[config.mk]
export PLATFORM = sky130hd
export DESIGN_NAME = keyword_substitution_cipher
export DESIGN_NICKNAME = d
export VERILOG_FILES = /design/src/rtl/kwsc_pkg.sv /design/src/rtl/kwsc_front.sv /design/src/rtl/kwsc_queue.sv /design/src/rtl/kwsc_alpha.sv /design/src/rtl/kwsc_back.sv /design/src/rtl/keyword_substitution_cipher.sv
export VERILOG_INCLUDE_DIRS = /design/src /design/src/rtl
export SDC_FILE = /design/constraint.sdc
export NUM_CORES = 1
export LEC_CHECK = 0
export ABC_AREA = 0
export BUFFER_PORTS_ARGS = -buffer_cell sky130_fd_sc_hd__buf_2
export CAP_MARGIN = 40
export CORE_ASPECT_RATIO = 1.75
export CORE_MARGIN = 2
export CORE_UTILIZATION = 40
export DETAILED_ROUTE_END_ITERATION = 6
export GPL_TIMING_DRIVEN = 0
export HOLD_SLACK_MARGIN = 0.06
export MAX_ROUTING_LAYER = met4
export RECOVER_POWER = 25
export SYNTH_ARGS = -nofsm -noshare
export SYNTH_HDL_FRONTEND = slang
export SYNTH_SLANG_ARGS = --single-unit
[constraint.sdc]
create_clock -name clk_i -period 8 [get_ports clk_i]
set_input_delay 0.8 -clock clk_i [delete_from_list [all_inputs] [get_ports clk_i]]
set_output_delay 0.8 -clock clk_i [all_outputs]
set_load 0.03 [all_outputs]
[src/rtl/keyword_substitution_cipher_assert.svh]
// Assertion macros for the keyword substitution cipher.
// Used by the top level only; needs no package.
`ifndef KEYWORD_SUBSTITUTION_CIPHER_ASSERT_SVH
`define KEYWORD_SUBSTITUTION_CIPHER_ASSERT_SVH

// Same-cycle implication under reset.
`define KSC_ASSERT_NOW(label, clk, rst_n, ante, cons, msg) \
  label: assert property (@(posedge clk) disable iff (!rst_n) (ante) |-> (cons)) \
    else $error(msg);

// Next-cycle implication under reset.
`define KSC_ASSERT_NEXT(label, clk, rst_n, ante, cons, msg) \
  label: assert property (@(posedge clk) disable iff (!rst_n) (ante) |=> (cons)) \
    else $error(msg);

`endif

[src/rtl/kwsc_pkg.sv]
// Shared types and constants for the keyword substitution cipher.
// No dependencies.
package kwsc_pkg;

  localparam int unsigned ALPHA_SIZE = 26;
  localparam int unsigned KEY_SLOTS  = 16;
  localparam int unsigned KEY_MAX    = 16;
  localparam int unsigned CODE_W     = 5;
  localparam int unsigned KEY_W      = 40;
  localparam int unsigned KLEN_W     = 5;

  localparam logic [7:0] CHAR_UP_A = 8'h41;
  localparam logic [7:0] CHAR_UP_Z = 8'h5a;
  localparam logic [7:0] CHAR_LO_A = 8'h61;
  localparam logic [7:0] CHAR_LO_Z = 8'h7a;
  localparam logic [7:0] CASE_BIT  = 8'h20;

  localparam logic MODE_ENCRYPT = 1'b0;
  localparam logic MODE_DECRYPT = 1'b1;

  typedef enum logic [1:0] {
    CFG_MODE    = 2'd0,
    CFG_KEY_LEN = 2'd1,
    CFG_KEY_LO  = 2'd2,
    CFG_KEY_HI  = 2'd3
  } cfg_reg_e;

  // One classified character waiting for lookup.
  typedef struct packed {
    logic [7:0]        text;
    logic              last;
    logic              letter;
    logic [CODE_W-1:0] idx;
  } entry_t;

  // Table status and lookup between builder and back end.
  typedef struct packed {
    logic              ready;
    logic [CODE_W-1:0] data;
  } alpha_rsp_t;

endpackage

[src/rtl/kwsc_front.sv]
// Front end: takes input words and classifies them as letter or pass-through.
// Depends on kwsc_pkg.
module kwsc_front import kwsc_pkg::*; (
  input  logic       in_valid_i,
  input  logic [7:0] text_byte_i,
  input  logic       last_byte_i,
  input  logic       q_full_i,
  output logic       in_stall_o,
  output logic       push_o,
  output entry_t     push_data_o
);

  logic [7:0] lower;
  logic       is_letter;

  always_comb begin
    lower     = text_byte_i;
    is_letter = 1'b0;
    if (text_byte_i inside {[CHAR_UP_A:CHAR_UP_Z]}) begin
      lower = text_byte_i | CASE_BIT;
    end
    if (lower inside {[CHAR_LO_A:CHAR_LO_Z]}) begin
      is_letter = 1'b1;
    end
  end

  logic [7:0] offset;
  assign offset = lower - CHAR_LO_A;

  assign in_stall_o = q_full_i;
  assign push_o     = in_valid_i && !q_full_i;

  always_comb begin
    push_data_o.text   = text_byte_i;
    push_data_o.last   = last_byte_i;
    push_data_o.letter = is_letter;
    push_data_o.idx    = is_letter ? offset[CODE_W-1:0] : '0;
  end

endmodule

[src/rtl/kwsc_queue.sv]
// Short FIFO of classified words between front and back end.
// Depends on kwsc_pkg.
module kwsc_queue import kwsc_pkg::*; #(
  parameter int unsigned DEPTH = 2
) (
  input  logic   clk_i,
  input  logic   rst_ni,
  input  logic   push_i,
  input  entry_t push_data_i,
  input  logic   pop_i,
  output entry_t pop_data_o,
  output logic   full_o,
  output logic   empty_o
);

  localparam int unsigned PW = (DEPTH > 1) ? $clog2(DEPTH) : 1;
  localparam int unsigned CW = $clog2(DEPTH + 1);

  entry_t          mem_q [DEPTH];
  logic [PW-1:0]   wptr_q, wptr_d, rptr_q, rptr_d;
  logic [CW-1:0]   count_q, count_d;

  assign full_o     = (count_q == CW'(DEPTH));
  assign empty_o    = (count_q == '0);
  assign pop_data_o = mem_q[rptr_q];

  always_comb begin
    wptr_d  = wptr_q;
    rptr_d  = rptr_q;
    count_d = count_q;
    if (push_i) begin
      wptr_d = (wptr_q == PW'(DEPTH - 1)) ? '0 : wptr_q + PW'(1);
    end
    if (pop_i) begin
      rptr_d = (rptr_q == PW'(DEPTH - 1)) ? '0 : rptr_q + PW'(1);
    end
    if (push_i && !pop_i) begin
      count_d = count_q + CW'(1);
    end else if (pop_i && !push_i) begin
      count_d = count_q - CW'(1);
    end
  end

  always_ff @(posedge clk_i or negedge rst_ni) begin
    if (!rst_ni) begin
      wptr_q  <= '0;
      rptr_q  <= '0;
      count_q <= '0;
    end else begin
      wptr_q  <= wptr_d;
      rptr_q  <= rptr_d;
      count_q <= count_d;
    end
  end

  always_ff @(posedge clk_i) begin
    if (push_i) begin
      mem_q[wptr_q] <= push_data_i;
    end
  end

endmodule

[src/rtl/kwsc_alpha.sv]
// Configuration registers and alphabet builder; holds the active lookup table.
// Depends on kwsc_pkg.
module kwsc_alpha import kwsc_pkg::*; (
  input  logic              clk_i,
  input  logic              rst_ni,
  input  logic              cfg_we_i,
  input  cfg_reg_e          cfg_idx_i,
  input  logic [KEY_W-1:0]  cfg_data_i,
  input  logic [CODE_W-1:0] rd_idx_i,
  output alpha_rsp_t        rsp_o
);

  typedef enum logic [1:0] {
    B_KEY,
    B_FILL,
    B_DONE
  } build_state_e;

  logic                    mode_q;
  logic [KLEN_W-1:0]       key_len_q;
  logic [2*KEY_W-1:0]      keys_q;

  build_state_e            state_q;
  logic [KLEN_W-1:0]       slot_q;
  logic [CODE_W-1:0]       letter_q;
  logic [CODE_W-1:0]       fill_q;
  logic [ALPHA_SIZE-1:0]   used_q;
  logic [CODE_W-1:0]       map_q [ALPHA_SIZE];

  localparam int unsigned SLOT_LIMIT = (KEY_MAX < KEY_SLOTS) ? KEY_MAX : KEY_SLOTS;

  logic [KLEN_W-1:0] limit;
  logic [CODE_W-1:0] key_code;
  logic [CODE_W-1:0] code;
  logic              wr_en;
  logic [CODE_W-1:0] wr_addr, wr_data;

  assign limit    = (key_len_q > KLEN_W'(SLOT_LIMIT)) ? KLEN_W'(SLOT_LIMIT) : key_len_q;
  assign key_code = keys_q[slot_q[3:0]*CODE_W +: CODE_W];

  always_comb begin
    wr_en = 1'b0;
    code  = letter_q;
    case (state_q)
      B_KEY: begin
        code  = key_code;
        wr_en = (slot_q < limit) && (key_code < CODE_W'(ALPHA_SIZE)) && !used_q[key_code];
      end
      B_FILL: begin
        wr_en = !used_q[letter_q];
      end
      default: begin
        wr_en = 1'b0;
      end
    endcase
    // encrypt: table[position] = letter; decrypt: table[letter] = position
    wr_addr = (mode_q == MODE_DECRYPT) ? code : fill_q;
    wr_data = (mode_q == MODE_DECRYPT) ? fill_q : code;
  end

  always_ff @(posedge clk_i or negedge rst_ni) begin
    if (!rst_ni) begin
      mode_q    <= MODE_ENCRYPT;
      key_len_q <= '0;
      keys_q    <= '0;
      state_q   <= B_KEY;
      slot_q    <= '0;
      letter_q  <= '0;
      fill_q    <= '0;
      used_q    <= '0;
    end else if (cfg_we_i) begin
      case (cfg_idx_i)
        CFG_MODE:    mode_q               <= cfg_data_i[0];
        CFG_KEY_LEN: key_len_q            <= cfg_data_i[KLEN_W-1:0];
        CFG_KEY_LO:  keys_q[KEY_W-1:0]    <= cfg_data_i;
        CFG_KEY_HI:  keys_q[2*KEY_W-1:KEY_W] <= cfg_data_i;
        default:     mode_q               <= mode_q;
      endcase
      // restart the build from scratch
      state_q  <= B_KEY;
      slot_q   <= '0;
      letter_q <= '0;
      fill_q   <= '0;
      used_q   <= '0;
    end else begin
      case (state_q)
        B_KEY: begin
          if (slot_q < limit) begin
            slot_q <= slot_q + KLEN_W'(1);
            if (wr_en) begin
              used_q[key_code] <= 1'b1;
              fill_q           <= fill_q + CODE_W'(1);
            end
          end else begin
            state_q  <= B_FILL;
            letter_q <= '0;
          end
        end
        B_FILL: begin
          if (wr_en) begin
            fill_q <= fill_q + CODE_W'(1);
          end
          if (letter_q == CODE_W'(ALPHA_SIZE - 1)) begin
            state_q <= B_DONE;
          end else begin
            letter_q <= letter_q + CODE_W'(1);
          end
        end
        default: begin
          state_q <= B_DONE;
        end
      endcase
    end
  end

  always_ff @(posedge clk_i) begin
    if (wr_en && !cfg_we_i) begin
      map_q[wr_addr] <= wr_data;
    end
  end

  assign rsp_o.ready = (state_q == B_DONE);
  assign rsp_o.data  = map_q[rd_idx_i];

endmodule

[src/rtl/kwsc_back.sv]
// Back end: pops classified words, looks up letters, holds the output register.
// Depends on kwsc_pkg.
module kwsc_back import kwsc_pkg::*; (
  input  logic              clk_i,
  input  logic              rst_ni,
  input  logic              q_empty_i,
  input  entry_t            q_data_i,
  output logic              pop_o,
  output logic [CODE_W-1:0] rd_idx_o,
  input  alpha_rsp_t        rsp_i,
  output logic              out_valid_o,
  input  logic              out_stall_i,
  output logic [7:0]        out_byte_o,
  output logic              out_last_o
);

  logic       out_valid_q;
  logic [7:0] out_byte_q, out_byte_d;
  logic       out_last_q;

  assign rd_idx_o = q_data_i.idx;
  assign pop_o    = !q_empty_i && rsp_i.ready && (!out_valid_q || !out_stall_i);

  assign out_byte_d = q_data_i.letter ? (CHAR_LO_A + {3'b000, rsp_i.data}) : q_data_i.text;

  always_ff @(posedge clk_i or negedge rst_ni) begin
    if (!rst_ni) begin
      out_valid_q <= 1'b0;
    end else if (pop_o) begin
      out_valid_q <= 1'b1;
    end else if (!out_stall_i) begin
      out_valid_q <= 1'b0;
    end
  end

  // hold the word while the receiver stalls
  always_ff @(posedge clk_i) begin
    if (pop_o) begin
      out_byte_q <= out_byte_d;
      out_last_q <= q_data_i.last;
    end
  end

  assign out_valid_o = out_valid_q;
  assign out_byte_o  = out_byte_q;
  assign out_last_o  = out_last_q;

endmodule

[src/rtl/keyword_substitution_cipher.sv]
// Keyword substitution cipher, top level: front end, queue, builder, back end.
// Depends on kwsc_pkg, kwsc_front, kwsc_queue, kwsc_alpha, kwsc_back and the assert header.
//
// Input channel: in_valid_i / in_stall_o carry text_byte_i and last_byte_i, one
// character per word. Output channel: out_valid_o / out_stall_i carry out_byte_o
// and out_last_o. A word moves at a clock edge with valid high and stall low.
// Letters of either case map to a lower-case letter through the table; every
// other byte passes unchanged. out_last_o copies last_byte_i.
// Configuration: cfg_we_i writes cfg_data_i to register cfg_idx_i (mode, key
// length, key letters 0..7, key letters 8..15); the user writes only while the
// block is idle, and the block itself does not enforce it. After reset and
// after every configuration write the builder walks the key slots, then the 26
// letters, one per cycle. Words are accepted into the queue meanwhile and wait
// there until the table is done. A word goes from the queue into the output
// register. Throughput: one word per cycle when the table is ready and the
// receiver does not stall, set by the single table read in the back end.
// A stalled receiver holds the output register; the queue fills and then
// in_stall_o rises until the output drains.
`include "keyword_substitution_cipher_assert.svh"

module keyword_substitution_cipher import kwsc_pkg::*; #(
  parameter int unsigned QUEUE_DEPTH = 2
) (
  input  logic              clk_i,
  input  logic              rst_ni,
  input  logic              cfg_we_i,
  input  logic [1:0]        cfg_idx_i,
  input  logic [KEY_W-1:0]  cfg_data_i,
  input  logic              in_valid_i,
  output logic              in_stall_o,
  input  logic [7:0]        text_byte_i,
  input  logic              last_byte_i,
  output logic              out_valid_o,
  input  logic              out_stall_i,
  output logic [7:0]        out_byte_o,
  output logic              out_last_o
);

  logic              push, pop, q_full, q_empty;
  entry_t            push_data, pop_data;
  logic [CODE_W-1:0] rd_idx;
  alpha_rsp_t        alpha_rsp;

  kwsc_front u_front (
    .in_valid_i  (in_valid_i),
    .text_byte_i (text_byte_i),
    .last_byte_i (last_byte_i),
    .q_full_i    (q_full),
    .in_stall_o  (in_stall_o),
    .push_o      (push),
    .push_data_o (push_data)
  );

  kwsc_queue #(
    .DEPTH (QUEUE_DEPTH)
  ) u_queue (
    .clk_i       (clk_i),
    .rst_ni      (rst_ni),
    .push_i      (push),
    .push_data_i (push_data),
    .pop_i       (pop),
    .pop_data_o  (pop_data),
    .full_o      (q_full),
    .empty_o     (q_empty)
  );

  kwsc_alpha u_alpha (
    .clk_i      (clk_i),
    .rst_ni     (rst_ni),
    .cfg_we_i   (cfg_we_i),
    .cfg_idx_i  (cfg_reg_e'(cfg_idx_i)),
    .cfg_data_i (cfg_data_i),
    .rd_idx_i   (rd_idx),
    .rsp_o      (alpha_rsp)
  );

  kwsc_back u_back (
    .clk_i       (clk_i),
    .rst_ni      (rst_ni),
    .q_empty_i   (q_empty),
    .q_data_i    (pop_data),
    .pop_o       (pop),
    .rd_idx_o    (rd_idx),
    .rsp_i       (alpha_rsp),
    .out_valid_o (out_valid_o),
    .out_stall_i (out_stall_i),
    .out_byte_o  (out_byte_o),
    .out_last_o  (out_last_o)
  );

  `KSC_ASSERT_NEXT(a_cfg_restarts_build, clk_i, rst_ni, cfg_we_i, !alpha_rsp.ready,
    "config write did not restart the build")

  `KSC_ASSERT_NEXT(a_no_output_while_building, clk_i, rst_ni, !alpha_rsp.ready,
    !out_valid_o || $past(out_valid_o && out_stall_i), "word issued before table was built")

  `KSC_ASSERT_NEXT(a_drain_when_empty, clk_i, rst_ni, out_valid_o && !out_stall_i && q_empty,
    !out_valid_o, "word issued from an empty queue")

  `KSC_ASSERT_NOW(a_pop_needs_data, clk_i, rst_ni, pop, !q_empty && alpha_rsp.ready,
    "pop without data or table")

endmodule
==> metrics.yaml, run 1 <==
synth.top_cell.area_share_pct: 37.2
grt_antenna_before_repair: 0
grt_util_met1_pct: 18.4
first_iter_violations: 483
ff2ff_path_depth: 13
detail-route-antenna-nets: 0
wl_per_cell_um: 20.9
yosys_warnings: 0
cts.clk_slew.worst_paths_ps: 60
min_path_type: "input pin to register"
chipHeight_um: 248
ir_worst_vdd_mv: 0.202
num_antenna_cells: 0
grt_pass1_vias: 8941
endpoint: "u_alpha.map_q[5][1]$_DFFE_PP_"
yosysUniqueCellTypes: 50
io_buffers: 66
area_delta_synth_final_pct: 14.0
vias: 8441
wl_um: 32300
post-route-period-util_pct: 63.5
drv_cap: 1
cts-resized-gates: 0
startpoint_type: "register"
synth_area_per_cell_sq_um: 14.1
holdCritStartpoint: "out_stall_i"
clk_latency_ps: 560
cts_hold_buf: 0
end_kind: "register"
grtUsageMet2_pct: 37.4
r2r-end: "u_alpha.map_q[5][1]$_DFFE_PP_"
rrSetupSlack_ps: 2920
floorplan.initialDensity_pct: 40.5
worstMarginPinSlew_ps: 2340
io_pins: 67
syn_nets: 1034
cp_data_required_time_ps: 8180
dp_hpwl_um: 24000
min_path_cells: 3
placed_cells: 1498
synthTopCellsByArea: "edfxtp_1 37%, dfrtp_1 25%, mux2_2 7.8%"
skew_ps: 19.0
ys_ff_latch: 303
ys_top_cells_by_count: "169 x edfxtp_1, 134 x dfrtp_1, 94 x mux2_2, 65 x nor2_1"
cts_max_level: 1
finalHoldViolCount: 0
hold_ws_ps: 453
status: "finished with violations"
seqCellArea_sq_um: 8430
rows: 89
drive_above_1_share_pct: 24.7
synth_ff_type: "edfxtp_1"
netlist_area_sq_um: 13600
rsz0062_at_grt: "no"
overflow: 0
final_max_slew_viol_count: 41
fin_util_pct: 46.2
period_minus_slack_ps: 5080
power_density_nw_per_um2: 342
grt_usage_pct: 19.1
synth_seq_area_share_pct: 61.8
grt_busiest_layer: "met2"
cts-root-buf: "clkbuf_16"
grt_pass1_wl_um: 50100
gp_congestion: 0.890
fillers: 3074
nets: 1142
cts_buffers: 28
die_w_um: 144
multiInputGateArea_sq_um: 4830
grt_max_degree: 95
drt_pass1_iterations: 5
finalNonFillerCells: 1548
clock-sinks: 303
path_max_fanout: 10
core_area_sq_um: 33600
syn_inst: 965
power_leakage_uw: 0.00579
synth_top_cell_by_area: "edfxtp_1"
setup_viol: 0
met3_usage_pct: 2.06
fmax_mhz: 197
die_area_sq_um: 35600
path_class: "register to register"
violations: "max-capacitance violations, max-slew violations"
async_flop_share_pct: 44.2
avgViaCountPerCell: 5.45
r2r_start: "u_alpha.slot_q[3]$_DFFE_PN0P_"
cts_tree: "built"
cts_setup_buffers: 0
cts_max_path_buffers: 3
synth_most_common_cell: "edfxtp_1"
synth_edf_count: 169
critPathArrivalTime_ps: 5260
tns_ps: 0
slew_headroom_pct: -55.8
crit_start: "u_alpha.slot_q[3]$_DFFE_PN0P_"
drc: 0
==> critical path, stage by stage (launching register included) <==
cell and delay [ps]:
dfrtp_1 360, buf_2 250, buf_2 310, mux2i_1 370
nand3b_1 140, a41oi_1 520, nor2_1 260, a21oi_1 300
nor3_1 110, or4b_4 580, o31ai_4 520, buf_4 280
nand4_1 180, nor2_1 520
==> area by class of cell <==
class	instances	share of cell area, %
Sequential cell	303	54.2
Tap cell	455	3.66
Clock buffer	39	4.98
Buffer	51	1.45
Multi-Input combinational cell	569	31.1
Timing Repair Buffer	78	2.89
Clock inverter	11	0.692
Inverter	42	1.01
==> worst min-delay path by stage <==
stage | to | slack, ps
CTS | u_alpha.keys_q[62]$_DFFE_PN0P_ | 150
detailed placement | u_back.out_valid_o$_DFFE_PN0P_ | 480
global placement | u_back.out_valid_o$_DFFE_PN0P_ | 470
global route | u_back.out_valid_o$_DFFE_PN0P_ | 440
floorplan | u_queue.wptr_q$_DFFE_PN0P_ | 460
finish | u_back.out_valid_o$_DFFE_PN0P_ | 450
==> metrics by stage <==
stage               total power, uW  area, sq um  setup WS [ps]
floorplan                      3400        13600           4110
global placement               3990        14500           2790
detailed placement             4070        14700           2970
CTS                            5370        15600           2960
global route                   5590        15500           2650
finish                         5320        15500           2920
==> sequential cells by signal, indices dropped and copies added, names as in the netlist, 2 cells and up <==
name,count
u_alpha.map_q,130
u_alpha.keys_q,80
u_queue.mem_q,30
u_alpha.used_q,26
u_back.out_byte_o,8
u_alpha.fill_q,5
u_alpha.key_len_q,5
u_alpha.letter_q,5
u_alpha.slot_q,5
u_alpha.state_q,2
u_queue.count_q,2
==> routing by layer <==
layer  share of wire [%]  wire, um  up-vias
met3                 3.3      1080       78
met4                 4.6      1470        0
met5                   0         0        -
met2                  58     18800      230
met1                  34     11000     4281
li1                    -         -     3852
==> power by group <==
part,internal (uW),switching (uW),leakage [uW]
Clock,736,560,0.000421
Combinational,710,1210,0.00214
Sequential,2010,98.5,0.00323
==> cell usage in the layout (no fill, tap or decap), types with 12 or more instances in the layout <==
cell type,count
edfxtp_1,169
dfrtp_1,134
mux2_2,94
buf_2,67
nor2_1,65
nand2_1,49
mux2i_1,45
mux4_2,45
clkbuf_1,44
inv_1,42
a21oi_1,39
clkbuf_16,29
o22ai_1,26
nand3_1,24
a211oi_1,21
o21ai_0,20
nor2b_1,18
buf_1,13
ha_1,13
nand4_1,12
==> kinds of logic after synthesis <==
kind of cell / count (synthesis) / synth area share (%)
DFF: 303 / 61.8
and+or+nand+nor: 210 / 7.52
muxes: 189 / 18.9
AOI/OAI and AO/OA: 138 / 6.51
buffers and inverters: 93 / 2.81
xor gates and xnor gates: 19 / 1.22
adders and majority gates: 13 / 1.19
Note: power is estimated with default switching activity, not from simulation.
==> inputs of run 2 (changes only) <==
==> constraint.sdc (replaced) <==
create_clock -name clk_i -period 4.85 [get_ports clk_i]
set_input_delay 0.485 -clock clk_i [delete_from_list [all_inputs] [get_ports clk_i]]
set_output_delay 0.485 -clock clk_i [all_outputs]
set_load 0.03 [all_outputs]
==> run 2 against run 1 <==
  * The flow still finishes with violations (max-capacitance violations, max-slew violations)
  * Count of clock-buffer cells in the layout is the same
  * Global-route usage is essentially flat
  * Flip-flop and latch count is the same
  * Clock skew shrank 1.9 ps
  * Via count grew 0.23%
  * Total power grew 67%
  * Setup slack lost 2600 ps
  * Final cell count grew 0.32%
  * Sequential share of layout area shrank 0.33 points
  * Clock power grew 64%
  * Die area is the same
==> metrics.yaml, run 2 (synthesis results as in run 1) <==
end_kind: "register"
grt_usage_pct: 19.1
post-route-period-util_pct: 94.0
nets: 1147
cts_max_level: 1
top_regs: "u_alpha.map_q x130, u_alpha.keys_q x80, u_queue.mem_q x30"
worst_slack_ps: 289
crit_family: "buffers and inverters"
avgViaCountPerCell: 5.45
setup_viol: 0
ir_worst_vdd_mv: 0.330
comb_power_share_pct: 36.8
skew_ps: 17.1
chipHeight_um: 248
regMostFlops: "u_alpha.map_q"
drc: 0
wl_per_cell_um: 20.8
dp_hpwl_um: 24000
grt_pass1_vias: 8947
grt_max_degree: 95
cp_data_required_time_ps: 5140
hold_ws_ps: 141
floorplan.initialDensity_pct: 40.5
power.share.clock_pct: 24.0
fillers: 3070
cts_tree: "built"
pre_cts_slack_ps: -179
power.total_uw: 8880
fmax_mhz: 219
finalHoldViolCount: 0
final_common_cell: "edfxtp_1"
cts_max_path_buffers: 3
die_area_sq_um: 35600
core_area_sq_um: 33600
worst_path_max_delay_cell: "buf_1"
path_class: "register to register"
gp_congestion: 0.890
min_path_type: "input pin to register"
power_leakage_uw: 0.00581
drv_cap: 1
overflow: 0
first_iter_violations: 449
cts-root-buf: "clkbuf_16"
crit_top_cell: "mux2i_1"
final_max_slew_viol_count: 41
drive_above_1_share_pct: 26.2
largest_reg_flops: 130
crit_chain: "clkbuf_1, mux2i_1, clkbuf_1, buf_1, mux2i_1, a21oi_1, mux2i_1, inv_1, ha_1, xnor2_1, nor2_1, a21oi_1"
status: "finished with violations"
path_max_fanout: 10
p_int_uw: 5760
cts.clk_slew.worst_paths_ps: 60
io_pins: 67
rsz0062_at_grt: "no"
detail-route-antenna-nets: 0
drt_pass1_iterations: 6
cts_buffers: 28
period_minus_slack_ps: 4560
io_buffers: 66
vias: 8460
num_antenna_cells: 0
worstMarginPinSlew_ps: 2370
cp_num_buf_inv: 4
power_density_nw_per_um2: 568
clock-sinks: 303
clk_latency_ps: 560
grt_pass1_wl_um: 50100
die_w_um: 144
area_delta_synth_final_pct: 14.7
p_sw_uw: 3120
violations: "max-capacitance violations, max-slew violations"
grt_antenna_before_repair: 0
critPathArrivalTime_ps: 4850
fin_util_pct: 46.5
netSwitchingFraction_pct: 35.1
wl_um: 32300
startpoint_type: "register"
placed_cells: 1498
rows: 89
slew_headroom_pct: -57.9
p_seq_share_pct: 39.1
final_cell_mix: "169 x edfxtp_1, 134 x dfrtp_1, 94 x mux2_2"
finalNonFillerCells: 1553
critical-path-max-stage-delay_ps: 670
-- run 2: cell types whose count changed in the layout (fill, tap and decap cells not counted), sizes merged --
cell / delta
clkbuf: +3
dlygate4sd3: +1
buf: +1
-- run 2: area by class of cell --
class / instances / area [sq um] / area share [%]
Sequential cell: 303 / 8430 / 53.9
Multi-Input combinational cell: 569 / 4890 / 31.3
Clock buffer: 39 / 773 / 4.94
Tap cell: 455 / 569 / 3.64
Timing Repair Buffer: 83 / 488 / 3.12
Buffer: 51 / 226 / 1.45
Inverter: 42 / 158 / 1.01
Clock inverter: 11 / 108 / 0.688
-- run 2: final timing paths --
check,startpoint,endpoint,slack (ps),depth (start not counted)
worst max-delay path,u_queue.rptr_q$_DFFE_PN0P_,u_back.out_byte_o[2]$_DFFE_PP_,290,12
worst min-delay path,out_stall_i,u_back.out_valid_o$_DFFE_PN0P_,140,3
worst max register to register,u_queue.rptr_q$_DFFE_PN0P_,u_back.out_byte_o[2]$_DFFE_PP_,290,12
worst min register to register,u_back.out_valid_o$_DFFE_PN0P_,u_back.out_valid_o$_DFFE_PN0P_,490,2
max in group asynchronous,rst_ni,u_alpha.keys_q[53]$_DFFE_PN0P_,2310,3
min in group asynchronous,rst_ni,u_alpha.keys_q[27]$_DFFE_PN0P_,1190,2
-- run 2: timing repair --
action / 4_1_cts / 5_1_grt
endpoints found under the setup margin: 100 / 109
setup buffers: 0 / 4
gates resized for setup: 11 / 7
hold endpoints to repair: 40 / 0
pin swaps: 0 / 1
hold buffers: 1 / 0
gates cloned: 0 / 0
-- run 2: metal layers --
metal / GRT usage [%] / share of wire (%) / vias to the layer above
li1: - / - / 3867
met1: 18.4 / 34 / 4299
met2: 37.4 / 58 / 205
met3: 2.06 / 3.3 / 89
met4: 8.74 / 4.8 / 0
met5: - / 0 / -
-- run 2: power groups by stage --
stage | Sequential, uW | Combinational, uW | Clock (uW)
6_report | 3470 | 3270 | 2130
5_1_grt | 3510 | 3530 | 2290
4_1_cts | 3470 | 3210 | 2200
3_5_place_dp | 3530 | 3180 | 0
3_3_place_gp | 3530 | 3050 | 0
2_1_floorplan | 3510 | 2100 | 0
-- run 2: metrics by stage --
step,TNS (ps),instance area (sq um)
floorplan,0,13600
CTS,0,15600
detailed placement,-9580,14700
finish,0,15600
global placement,-11360,14500
global route,0,15600
-- run 2: worst reg2reg max path, stage by stage, from the launching register on --
cell and delay, ps:
dfrtp_1 320, clkbuf_1 400, mux2i_1 640, clkbuf_1 590
buf_1 680, mux2i_1 510, a21oi_1 130, mux2i_1 320
inv_1 90, ha_1 260, xnor2_1 140, nor2_1 160
a21oi_1 60
